===== src/hdl/sdmn_pkg.sv =====
// shared types and constants for the signed division magic number block
`default_nettype none

package sdmn_pkg;

  localparam int unsigned RESULT_BITS = 32;
  localparam int unsigned SHIFT_BITS  = 5;

  typedef struct packed {
    logic valid;
    logic inv;
    logic neg;
    logic done;
  } sdmn_ctl_t;

endpackage

`default_nettype wire


===== src/hdl/sdmn_rem_stage.sv =====
// one restoring remainder step of the divisor bias modulo |d|
`default_nettype none

module sdmn_rem_stage #(
  parameter int W = 32
) (
  input  logic              clk_i,
  input  logic              rst_ni,
  input  sdmn_pkg::sdmn_ctl_t ctl_i,
  input  logic              din_bit_i,
  input  logic [W-1:0]      ad_i,
  input  logic [W-1:0]      rem_i,
  output sdmn_pkg::sdmn_ctl_t ctl_o,
  output logic [W-1:0]      ad_o,
  output logic [W-1:0]      rem_o
);
  import sdmn_pkg::*;

  logic [W:0]   shifted;
  logic [W:0]   diff;
  logic [W-1:0] rem_d;
  sdmn_ctl_t    ctl_q;
  logic [W-1:0] ad_q;
  logic [W-1:0] rem_q;

  assign shifted = {rem_i, din_bit_i};
  assign diff    = shifted - {1'b0, ad_i};

  always_comb begin
    if (shifted >= {1'b0, ad_i}) begin
      rem_d = diff[W-1:0];
    end else begin
      rem_d = shifted[W-1:0];
    end
  end

  always_ff @(posedge clk_i or negedge rst_ni) begin
    if (!rst_ni) begin
      ctl_q <= '0;
    end else begin
      ctl_q <= ctl_i;
    end
  end

  always_ff @(posedge clk_i) begin
    ad_q  <= ad_i;
    rem_q <= rem_d;
  end

  assign ctl_o = ctl_q;
  assign ad_o  = ad_q;
  assign rem_o = rem_q;

endmodule

`default_nettype wire


===== config.mk =====
export PLATFORM = sky130hd
export DESIGN_NAME = sdmn_rem_stage
export DESIGN_NICKNAME = d
export VERILOG_FILES = /design/src/hdl/sdmn_pkg.sv /design/src/hdl/sdmn_rem_stage.sv
export SDC_FILE = /design/constraint.sdc
export NUM_CORES = 1
export LEC_CHECK = 0
export ABC_CLOCK_PERIOD_IN_PS = 800
export BUFFER_PORTS_ARGS = -buffer_cell sky130_fd_sc_hd__buf_2
export CELL_PAD_IN_SITES_DETAIL_PLACEMENT = 0
export CELL_PAD_IN_SITES_GLOBAL_PLACEMENT = 2
export CORE_UTILIZATION = 28
export CTS_CLUSTER_DIAMETER = 120
export DETAILED_ROUTE_END_ITERATION = 10
export GPL_ROUTABILITY_DRIVEN = 0
export PLACE_DENSITY_LB_ADDON = 0.1
export SLEW_MARGIN = 20
export SYNTH_ARGS = -nofsm -noshare
export SYNTH_HDL_FRONTEND = slang
export SYNTH_SLANG_ARGS = --single-unit

===== constraint.sdc =====
create_clock -name clk_i -period 0.8 [get_ports clk_i]
set_clock_uncertainty 0.2 [all_clocks]
set_input_delay 0.16 -clock clk_i [delete_from_list [all_inputs] [get_ports clk_i]]
set_output_delay 0.16 -clock clk_i [all_outputs]
set_load 0.01 [all_outputs]

==> summary.md <==
| Metric | Value |
|---|---|
| Status | complete, but fails checks |
| Failing checks | hold timing, setup timing |
| Fill cells | 1181 |
| Iter 0 DRT Violations | 138 |
| Final setup fails | 100 |
| N_diodes | 0 |
| Port bufs | 138 |
| Worst-path clk slew | 0.06 ns |
| Post-CTS Hold Buffers | 33 |
| Largest net degree at the start of global routing | 19 |
| Unrepaired setup endpoints after global routing | true |
| Critical Path Sink Type | flop |
| Tmin final | 2.49 ns |
| Crit path max fanout | 2 |
| Post-synth EDFFs | 0 |
| CTS root buffer | clkbuf_16 |
| Max-cap violations | 0 |
| Post-Syn Instances | 413 |
| Relative slew slack | 0.744 |
| Pwr/cell area | 1920 nW/um2 |
| Yosys warning total | 0 |
| Syn nets | 517 |
| Startpoint types | input port |
| Core Box Area | 12300 um2 |
| #FFs+latches synth | 68 |
| Data required, critical path | 0.83 ns |
| Highest routed layer | met4 |
| Commonest cells in the netlist | dfxtp_1, inv_1, nand2_1, ha_1 |
| Peak VDD IR | 771 uV |
| Area leader, netlist | dfxtp_1 |
| Final period utilization | 3.11 |
| Via count | 3843 |
| FFs w/ async S/R, synth | 0.0588 |
| Final Worst Setup Slack | -1.69 ns |
| Hold Crit Class | in2reg |
| Post-synth cell types | 48 |
| Met2 wire length | 5290 um |
| Proportion of synthesized chip area in sequential cells | 0.386 |
| Hold Vio Cnt, Final | 42 |
| Leakage | 3.16 nW |
| TritonRoute pass-1 iters | 4 |
| M1 WL | 4970 um |
| First-pass GRT wire length | 17700 um |
| Ranking of synthesized cells by area | dfxtp_1, ha_1, inv_1, nand2_1, a21oi_1 |
| Area of the die | 13200 um2 |
| Share of the synthesized area in the top cell type | 0.358 |
| Worst Max-Slew Pin Slew | 0.379 ns |
| Clock Sinks | 68 |
| Count of boundary I/O pins | 139 |
| Finished Core Util | 0.531 |
| Post-DR wirelength/cell | 12.5 um |
| Die H | 115 um |
| Achievable Freq | 402 MHz |
| Congestion Overflow GR | 0 |
| Row count | 40 |
| CTS tree | done |
| Via density | 4.41 |
| Share of cells above drive strength 1 | 0.494 |
| DP Cell Count | 817 |
| Starting density of the core | 0.292 |
| Arrival time at the worst endpoint | 2.52 ns |
| Final std cells w/o fill | 871 |
| Count leader, synth | dfxtp_1 |
| Layout Nets | 802 |
| GRT Util Overall | 0.173 |
| Vias in the first global route | 3898 |
| DRT Wirelength | 10900 um |
| Synth Flop Type | dfxtp_1 |
| DIE WIDTH | 115 um |
| Max Root-Sink Buffers | 2 |
| Metal3 WL | 481 um |
| Slew Limit Fails | 0 |
| Mapped Area | 3580 um2 |
| Htree depth | 3 |
| Overall power | 12.5 mW |
| Synth-to-Final Area Change | 81.9% |
| Crit Path Class | in2reg |
| DP Wirelength | 8580 um |
| Syn_area_per_cell | 8.67 um2 |
| CTS buffer count | 9 |
| DRC | 0 |
| Initial antenna violation count | 0 |
| Post-Place Setup Slack | -2.16 ns |
| Antenna-violating nets left | 0 |
| Hold Worst Slack | -0.236 ns |
-- kinds of logic (layout without fill, tap and decap cells) --
| group | after synthesis | in the layout | share of synthesized area |
|---|---|---|---|
| DFF | 68 | 68 | 0.386 |
| muxes | 5 | 5 | 0.0157 |
| adders and majority gates | 33 | 33 | 0.117 |
| xor gates and xnor gates | 26 | 26 | 0.0636 |
| AOI/OAI and AO/OA | 123 | 123 | 0.227 |
| and+or+nand+nor | 97 | 97 | 0.124 |
| buffers and inverters | 61 | 351 | 0.0664 |
-- stage by stage --
stage / instance area [um2] / TNS (ns)
after floorplan: 3910 / -44.77
after detailed placement: 5530 / -57.81
final: 6520 / -66.86
after global routing: 6520 / -72.99
after CTS: 6340 / -67.91
after global placement: 5530 / -57.22
-- repair_timing --
action | CTS | global route
setup endpoints to repair | 100 | 103
setup buffers | 6 | 0
cloned | 0 | 0
pin swaps | 19 | 7
hold endpoints to repair | 71 | 42
resized for setup | 28 | 46
-- flip-flops by register name, indices dropped and copies added, names as in the netlist --
| register | cells |
|---|---|
| ad_o | 32 |
| rem_o | 32 |
| ctl_o | 4 |
-- area by class of cell --
class	count	area [um2]	area share
Clock buffer	11	253	0.0388
Clock inverter	5	83.8	0.0129
Inverter	46	203	0.0311
Multi-Input combinational cell	284	2240	0.343
Sequential cell	68	1410	0.216
Tap cell	168	210	0.0323
Timing Repair Buffer	289	2120	0.325
-- worst paths after layout --
kind / startpoint / endpoint / slack [ns] / cells past startpoint
max in group asynchronous: rst_ni / ctl_o[2] / 0.33 / 2
setup / recovery: din_bit_i / rem_o[28] / -1.69 / 13
hold / removal: ad_i[0] / ad_o[0] / -0.24 / 1
min in group asynchronous: rst_ni / ctl_o[3] / -0.04 / 2
-- worst max-delay path, cell delays in order --
cell,delay (ns)
buf_12,0.11
inv_12,0.04
ha_4,0.12
inv_2,0.03
fa_2,0.33
a21o_1,0.20
a221oi_4,0.29
o2111ai_2,0.15
a31o_1,0.27
a221oi_4,0.28
o221ai_2,0.13
xor2_1,0.15
mux2_2,0.25
-- layout by cell type (no fill, tap or decap), types with 4 or more instances in the layout --
| cell type | n |
|---|---|
| o211ai_1 | 5 |
| dlymetal6s4s_1 | 4 |
| ha_4 | 9 |
| o21a_1 | 8 |
| a21oi_2 | 6 |
| clkbuf_16 | 9 |
| nand4_1 | 8 |
| inv_2 | 5 |
| xor2_1 | 13 |
| a21oi_1 | 22 |
| a21o_1 | 7 |
| dfxtp_2 | 23 |
| dfxtp_1 | 41 |
| nor3_1 | 4 |
| nand3_1 | 5 |
| buf_6 | 25 |
| dlygate4sd3_1 | 29 |
| xnor2_1 | 11 |
| dfrtp_1 | 4 |
| o21ai_1 | 19 |
| nor2_1 | 16 |
| buf_2 | 113 |
| buf_4 | 114 |
| ha_1 | 22 |
| nand2_1 | 44 |
| o21bai_1 | 5 |
| o21ai_0 | 19 |
| inv_1 | 37 |
| nand2b_1 | 5 |
-- power breakdown --
| group | switching, mW | total [mW] | internal [mW] |
|---|---|---|---|
| clock network | 1.53 | 4.43 | 2.90 |
| registers | 0.147 | 4.02 | 3.87 |
| logic | 1.85 | 4.08 | 2.23 |
-- routing by layer --
metal / track usage / vias up
li1: - / 2013
met1: 0.210 / 1729
met2: 0.299 / 93
met3: 0.0401 / 8
met4: 0.0615 / 0
met5: 0 / -
No activity file was read; power rests on OpenSTA's default activity.
