==> src/hdl/sdmn_pkg.sv <==
// shared types and constants for the signed division magic number block
`default_nettype none

package sdmn_pkg;

  localparam int unsigned RESULT_BITS = 32;
  localparam int unsigned SHIFT_BITS  = 5;

  typedef struct packed {
    logic valid;
    logic inv;
    logic neg;
    logic done;
  } sdmn_ctl_t;

endpackage

`default_nettype wire

==> src/hdl/sdmn_div_stage.sv <==
// one long-division step on both quotients, with the stopping test in loop stages
`default_nettype none

module sdmn_div_stage #(
  parameter int W  = 32,
  parameter int CW = 7
) (
  input  logic              clk_i,
  input  logic              rst_ni,
  input  sdmn_pkg::sdmn_ctl_t ctl_i,
  input  logic              din_bit_i,
  input  logic              test_i,
  input  logic [W-1:0]      ad_i,
  input  logic [W-1:0]      anc_i,
  input  logic [W-1:0]      q1_i,
  input  logic [W-1:0]      r1_i,
  input  logic [W-1:0]      q2_i,
  input  logic [W-1:0]      r2_i,
  input  logic [CW-1:0]     cnt_i,
  output sdmn_pkg::sdmn_ctl_t ctl_o,
  output logic [W-1:0]      ad_o,
  output logic [W-1:0]      anc_o,
  output logic [W-1:0]      q1_o,
  output logic [W-1:0]      r1_o,
  output logic [W-1:0]      q2_o,
  output logic [W-1:0]      r2_o,
  output logic [CW-1:0]     cnt_o
);
  import sdmn_pkg::*;

  logic [W:0]    s1, s2, d1, d2;
  logic          ge1, ge2;
  logic [W-1:0]  r1n, r2n, q1n, q2n, delta;
  logic          stop;
  sdmn_ctl_t     ctl_d, ctl_q;
  logic [W-1:0]  q1_d, r1_d, q2_d, r2_d;
  logic [CW-1:0] cnt_d;
  logic [W-1:0]  ad_q, anc_q, q1_q, r1_q, q2_q, r2_q;
  logic [CW-1:0] cnt_q;

  assign s1  = {r1_i, din_bit_i};
  assign s2  = {r2_i, din_bit_i};
  assign d1  = s1 - {1'b0, anc_i};
  assign d2  = s2 - {1'b0, ad_i};
  assign ge1 = s1 >= {1'b0, anc_i};
  assign ge2 = s2 >= {1'b0, ad_i};
  assign r1n = ge1 ? d1[W-1:0] : s1[W-1:0];
  assign r2n = ge2 ? d2[W-1:0] : s2[W-1:0];
  assign q1n = {q1_i[W-2:0], ge1};
  assign q2n = {q2_i[W-2:0], ge2};

  // keep refining while 2^p/anc <= |d| - (2^p mod |d|)
  assign delta = ad_i - r2n;
  assign stop  = !((q1n < delta) || ((q1n == delta) && (r1n == '0)));

  always_comb begin
    ctl_d = ctl_i;
    q1_d  = q1n;
    r1_d  = r1n;
    q2_d  = q2n;
    r2_d  = r2n;
    cnt_d = cnt_i;
    if (test_i && ctl_i.done) begin
      q1_d = q1_i;
      r1_d = r1_i;
      q2_d = q2_i;
      r2_d = r2_i;
    end else if (test_i) begin
      cnt_d      = cnt_i + CW'(1);
      ctl_d.done = stop;
    end
  end

  always_ff @(posedge clk_i or negedge rst_ni) begin
    if (!rst_ni) begin
      ctl_q <= '0;
    end else begin
      ctl_q <= ctl_d;
    end
  end

  always_ff @(posedge clk_i) begin
    ad_q  <= ad_i;
    anc_q <= anc_i;
    q1_q  <= q1_d;
    r1_q  <= r1_d;
    q2_q  <= q2_d;
    r2_q  <= r2_d;
    cnt_q <= cnt_d;
  end

  assign ctl_o = ctl_q;
  assign ad_o  = ad_q;
  assign anc_o = anc_q;
  assign q1_o  = q1_q;
  assign r1_o  = r1_q;
  assign q2_o  = q2_q;
  assign r2_o  = r2_q;
  assign cnt_o = cnt_q;

  // once a loop has stopped, later stages keep it stopped
  a_done_sticky: assert property (@(posedge clk_i) disable iff (!rst_ni)
    ctl_i.valid && ctl_i.done |=> ctl_q.done && ctl_q.valid)
    else $error("stopped transaction resumed refinement");

endmodule

`default_nettype wire

==> config.mk <==
export PLATFORM = sky130hd
export DESIGN_NAME = sdmn_div_stage
export DESIGN_NICKNAME = d
export VERILOG_FILES = /design/src/hdl/sdmn_pkg.sv /design/src/hdl/sdmn_div_stage.sv
export SDC_FILE = /design/constraint.sdc
export NUM_CORES = 1
export LEC_CHECK = 0
export ABC_CLOCK_PERIOD_IN_PS = 1050
export BUFFER_PORTS_ARGS = -buffer_cell sky130_fd_sc_hd__buf_2
export CAP_MARGIN = 20
export CORE_AREA = 2 2 159 161
export CTS_CLUSTER_DIAMETER = 80
export DETAILED_ROUTE_END_ITERATION = 7
export DIE_AREA = 0 0 161 163
export GPL_TIMING_DRIVEN = 1
export PLACE_DENSITY = 0.8
export SYNTH_ARGS = -nofsm -noshare
export SYNTH_HDL_FRONTEND = slang
export SYNTH_SLANG_ARGS = --single-unit
==> constraint.sdc <==
create_clock -name clk_i -period 1.05 [get_ports clk_i]
set_clock_uncertainty 0.05 [all_clocks]
set_input_delay 0.105 -clock clk_i [delete_from_list [all_inputs] [get_ports clk_i]]
set_output_delay 0.105 -clock clk_i [all_outputs]
set_load 0.02 [all_outputs]
==> flow_metrics.env, run 1 <==
export IMPL_cts_root_buf="clkbuf_16"
export IMPL_failed_stage="global routing"
export IMPL_htree_levels=1
export IMPL_gr_usage_all_layers_pct=69.2
export IMPL_placementRows=58
export IMPL_synth_cell_types=79
export IMPL_gp_congestion=1.02
export IMPL_grt_pass1_wl_mm=137
export IMPL_synthSimpleGateAreaFrac_pct=19.7
export IMPL_postSynthCellCount=1561
export IMPL_clock_path_buffers=3
export IMPL_numPortBuffers=409
export IMPL_synthArstFlopShare_pct=1.97
export IMPL_clock_sinks=203
export IMPL_error="[ERROR GRT-0116] Global routing finished with congestion. Check the congestion regions in the DRC Viewer."
export IMPL_synth_top_family_by_area="compound AO/OA/AOI/OAI gates"
export IMPL_syn_cell_area_um2=12500
export IMPL_avgSynthCellArea_um2=8.00
export IMPL_hpwl_mm=39.1
export IMPL_grt_pass1_vias=22500
export IMPL_synth_nets=1895
export IMPL_numCtsBuffers=23
export IMPL_synthMuxAreaShare_pct=3.05
export IMPL_synth_compound_area_share_pct=19.7
export IMPL_synth_main_ff_cell="dfxtp_1"
export IMPL_ys_ff_latch=203
export IMPL_die_h_um=163
export IMPL_gr_total_overflow=6
export IMPL_synth_edf_count=0
export IMPL_initial_core_util_pct=50.6
export IMPL_ys_seq_area_share_pct=32.7
export IMPL_yosys_warnings=0
export IMPL_synthXorXnorAreaFrac_pct=6.88
export IMPL_synthAdderAreaFrac_pct=13.2
export IMPL_outcome="stopped before the end"
export IMPL_die_x_um=161
export IMPL_grt_max_degree=38
export IMPL_ios=410
==> cell usage after synthesis (21+ instances only) <==
master,number,area (µm²)
o21ai_0,62,310
nand2_1,270,1010
ha_1,125,1560
nand4_1,21,131
mux2i_1,31,310
o21a_1,24,180
inv_1,95,357
xnor2_1,59,517
xor2_1,39,342
a21o_1,46,345
nor3_1,21,105
clkbuf_1,46,173
nand3_1,36,180
nor2_1,115,432
dfxtp_1,199,3980
a21oi_1,165,826
==> what timing repair did <==
item,in CTS
endpoints found under the hold margin,206
resized for setup,251
endpoints found under the setup margin,270
pin swaps,86
hold buffers,206
gates cloned,3
buffers inserted,43
==> layer usage <==
metal  overflow  track usage (%)
met3          1             49.6
met5          0             13.6
met1          0             65.7
met2          2             92.3
met4          3             73.5
==> cells by family after synthesis <==
family,after synthesis
and+or+nand+nor,552
AOI/OAI and AO/OA,388
DFF,203
buffers and inverters,153
adders and majority gates,131
xor gates and xnor gates,98
muxes,36
==> per-stage QoR <==
step	instances	hold WS (ns)	TNS, ns	worst slack (ns)	area (µm²)
3_5_place_dp	2733	-0.111	-146.55	-5.58	18800
2_1_floorplan	1561	-0.241	-99.70	-4.80	12800
4_1_cts	3022	-0.00218	-113.45	-4.75	23000
3_3_place_gp	2733	-0.113	-141.45	-5.35	18800
==> inputs of run 2 (changes only) <==
Settings changed: CORE_AREA 2 2 159 161 to not set, CORE_MARGIN set to 2, CORE_UTILIZATION set to 40, CTS_CLUSTER_DIAMETER 80 to not set, DIE_AREA 0 0 161 163 to not set, PLACE_DENSITY 0.8 to not set, PLACE_DENSITY_LB_ADDON set to 0.15.
==> run 2 against run 1 <==
Effect of this change:
- the flow now finishes, with violations (negative hold slack, negative setup slack)
- synthesized area is the same
- synthesized cell count did not move
==> flow_metrics.env, run 2 <==
export IMPL_avgSynthCellArea_um2=8.00
export IMPL_setup_viol=273
export IMPL_dieArea_um2=32600
export IMPL_dp_cells=2793
export IMPL_gr_total_overflow=0
export IMPL_startpoint="din_bit_i"
export IMPL_routedWlPerCell_um=21.3
export IMPL_min_path_cells=4
export IMPL_clock_sinks=203
export IMPL_hold_violations=1
export IMPL_violations="negative hold slack, negative setup slack"
export IMPL_synth_nets=1895
export IMPL_drt_total_wl_mm=66.5
export IMPL_use_met1_pct=39.1
export IMPL_whs_ns=-0.00396
export IMPL_setup_slack_ns=-4.98
export IMPL_grt_pass1_vias=16300
export IMPL_powerDensity_nw_per_um2=1450
export IMPL_ys_top_cells_by_area="dfxtp_1, ha_1, nand2_1"
export IMPL_ios=410
export IMPL_hold_buffers=206
export IMPL_fin_crit_ns=6.03
export IMPL_drt_pass1_iterations=5
export IMPL_postSynthCellCount=1561
export IMPL_placementRows=64
export IMPL_clock_path_buffers=3
export IMPL_final_common_cell="buf_4"
export IMPL_vdd_ir_drop_max_v=0.00162
export IMPL_grt_met2_usage_pct=57.4
export IMPL_vias_per_cell=5.49
export IMPL_syn_cell_area_um2=12500
export IMPL_cts_tree="yes"
export IMPL_yosys_warnings=0
export IMPL_critPathMostFrequentCell="a21oi_2"
export IMPL_yosysMostFrequentCell="nand2_1"
export IMPL_min_delay_start="r2_i[29]"
export IMPL_start_kind="input port"
export IMPL_die_x_um=181
export IMPL_synth_top_area_share_pct=31.9
export IMPL_slew_headroom_pct=50.4
export IMPL_ys_ff_latch=203
export IMPL_htree_levels=1
export IMPL_drt_iter0_drc=1252
export IMPL_gp_congestion=0.979
export IMPL_register_area_um2=4330
export IMPL_coreArea_um2=30700
export IMPL_place_ws_ns=-5.55
export IMPL_fin_crit_sh_pct=574
export IMPL_drv_cap=0
export IMPL_crit_fanout=4
export IMPL_initial_core_util_pct=40.7
export IMPL_drcViolationCount=0
export IMPL_max_freq_mhz=166
export IMPL_synth_area_leader_cell="dfxtp_1"
export IMPL_die_h_um=181
export IMPL_arrival_ns=6.37
export IMPL_min_path_type="input port to flip-flop"
export IMPL_multiInputGateArea_um2=9060
export IMPL_grt_busiest_layer="met2"
export IMPL_critPathKind="input port to flip-flop"
export IMPL_cp_end_kind="flip-flop"
export IMPL_drtAntennaViolNets=0
export IMPL_cpMaxStageDelayCell="fa_2"
export IMPL_worst_slew_pin_slew_ns=0.734
export IMPL_fin_nets=3046
export IMPL_synth_main_ff_cell="dfxtp_1"
export IMPL_ys_seq_area_share_pct=32.7
export IMPL_filler_cell_count=1639
export IMPL_final_cells=3126
export IMPL_gr_usage_met3_pct=5.23
export IMPL_mostFrequentLayoutCells="buf_4, buf_6, nand2_1"
export IMPL_numCtsBuffers=23
export IMPL_gr_usage_all_layers_pct=32.6
export IMPL_vias=17200
export IMPL_grt_antenna_before_repair=4
export IMPL_grt_pass1_wl_mm=86.0
export IMPL_drv_slew=0
export IMPL_leakagePower_nw=12.4
export IMPL_cts_root_buf="clkbuf_16"
export IMPL_numPortBuffers=409
export IMPL_synth_edf_count=0
export IMPL_clk_pin_slew_worst_paths_ns=0.06
export IMPL_synthArstFlopShare_pct=1.97
export IMPL_required_ns=1.39
export IMPL_drive_gt1_share_pct=53.4
export IMPL_grt_max_degree=41
export IMPL_syn_to_final_growth_pct=104
export IMPL_yosys_top_cells_count="nand2_1, dfxtp_1, a21oi_1, ha_1, nor2_1"
export IMPL_whs_endpoint="r2_o[30]"
export IMPL_outcome="finished with violations"
export IMPL_max_stage_delay_ns=0.36
export IMPL_synth_cell_types=79
export IMPL_grt_setup_unrepaired="true"
export IMPL_hpwl_mm=39.1
## run 2: cell counts after synthesis
Identical to the previous run, type by type.
## run 2: timing repair
item	CTS	global route
endpoints found under the hold margin	206	1
gates cloned	4	1
buffers inserted	47	64
setup endpoints to repair	270	271
resized for setup	267	717
pin swaps	85	109
## run 2: cell type report
type,instances,share of cell area (%)
Antenna cell,3,0.0295
Clock buffer,32,2.55
Clock inverter,8,0.610
Inverter,95,1.53
Multi-Input combinational cell,1205,35.6
Sequential cell,203,17.0
Tap cell,396,1.95
Timing Repair Buffer,1184,40.7
## run 2: per-layer routing
metal | up-vias | wire [µm]
li1 | 7717 | -
met1 | 8138 | 24500
met2 | 950 | 32300
met3 | 352 | 4990
met4 | 4 | 4590
met5 | - | 30
## run 2: worst max-delay path: cells and delay by family
kind            cells  cell delay, ns
buf+inv             3            0.20
xor+xnor            2            0.21
compound gates     18            2.93
fa+ha+maj           4            1.12
mux                 1            0.20
simple gates       11            1.56
## run 2: worst max-delay path by stage
stage | slack [ns] | to | cells after the start
2_1_floorplan | -4.80 | ctl_o[0] | 39
3_3_place_gp | -5.40 | ctl_o[0] | 39
3_5_place_dp | -5.55 | ctl_o[0] | 39
4_1_cts | -4.69 | ctl_o[0] | 39
5_1_grt | -5.30 | ctl_o[0] | 39
6_report | -4.98 | ctl_o[0] | 39
## run 2: through the flow
stage | cell area, µm² | total power [mW] | hold slack (ns) | util [%] | setup TNS (ns)
CTS | 23100 | 34.1 | 0.00395 | 75.4 | -116.65
global route | 25400 | 38.5 | -0.000416 | 82.9 | -128.62
floorplan | 12800 | 16.8 | -0.241 | - | -99.70
finish | 25400 | 36.9 | -0.00396 | 83.0 | -120.25
detailed placement | 18800 | 23.4 | -0.114 | 61.4 | -144.05
global placement | 18800 | 23.2 | -0.114 | 61.4 | -141.32
## run 2: power breakdown
| part | total [mW] | switching, mW | leakage, nW | internal, mW |
|---|---|---|---|---|
| Sequential | 9.21 | 0.479 | 1.73 | 8.73 |
| Combinational | 18.9 | 9.26 | 10.2 | 9.63 |
| Clock | 8.86 | 3.55 | 0.392 | 5.31 |
| Total | 36.9 | 13.3 | 12.4 | 23.7 |
## run 2: logic make-up after synthesis
family | after synthesis | share of synthesized area (%)
AO/OA/AOI/OAI | 388 | 19.7
XOR/XNOR | 98 | 6.88
adder cells (fa/ha/maj) | 131 | 13.2
buffers and inverters | 153 | 4.75
flip-flops | 203 | 32.7
multiplexers | 36 | 3.05
AND/OR/NAND/NOR | 552 | 19.7
Power figures use the tool's default switching activity.
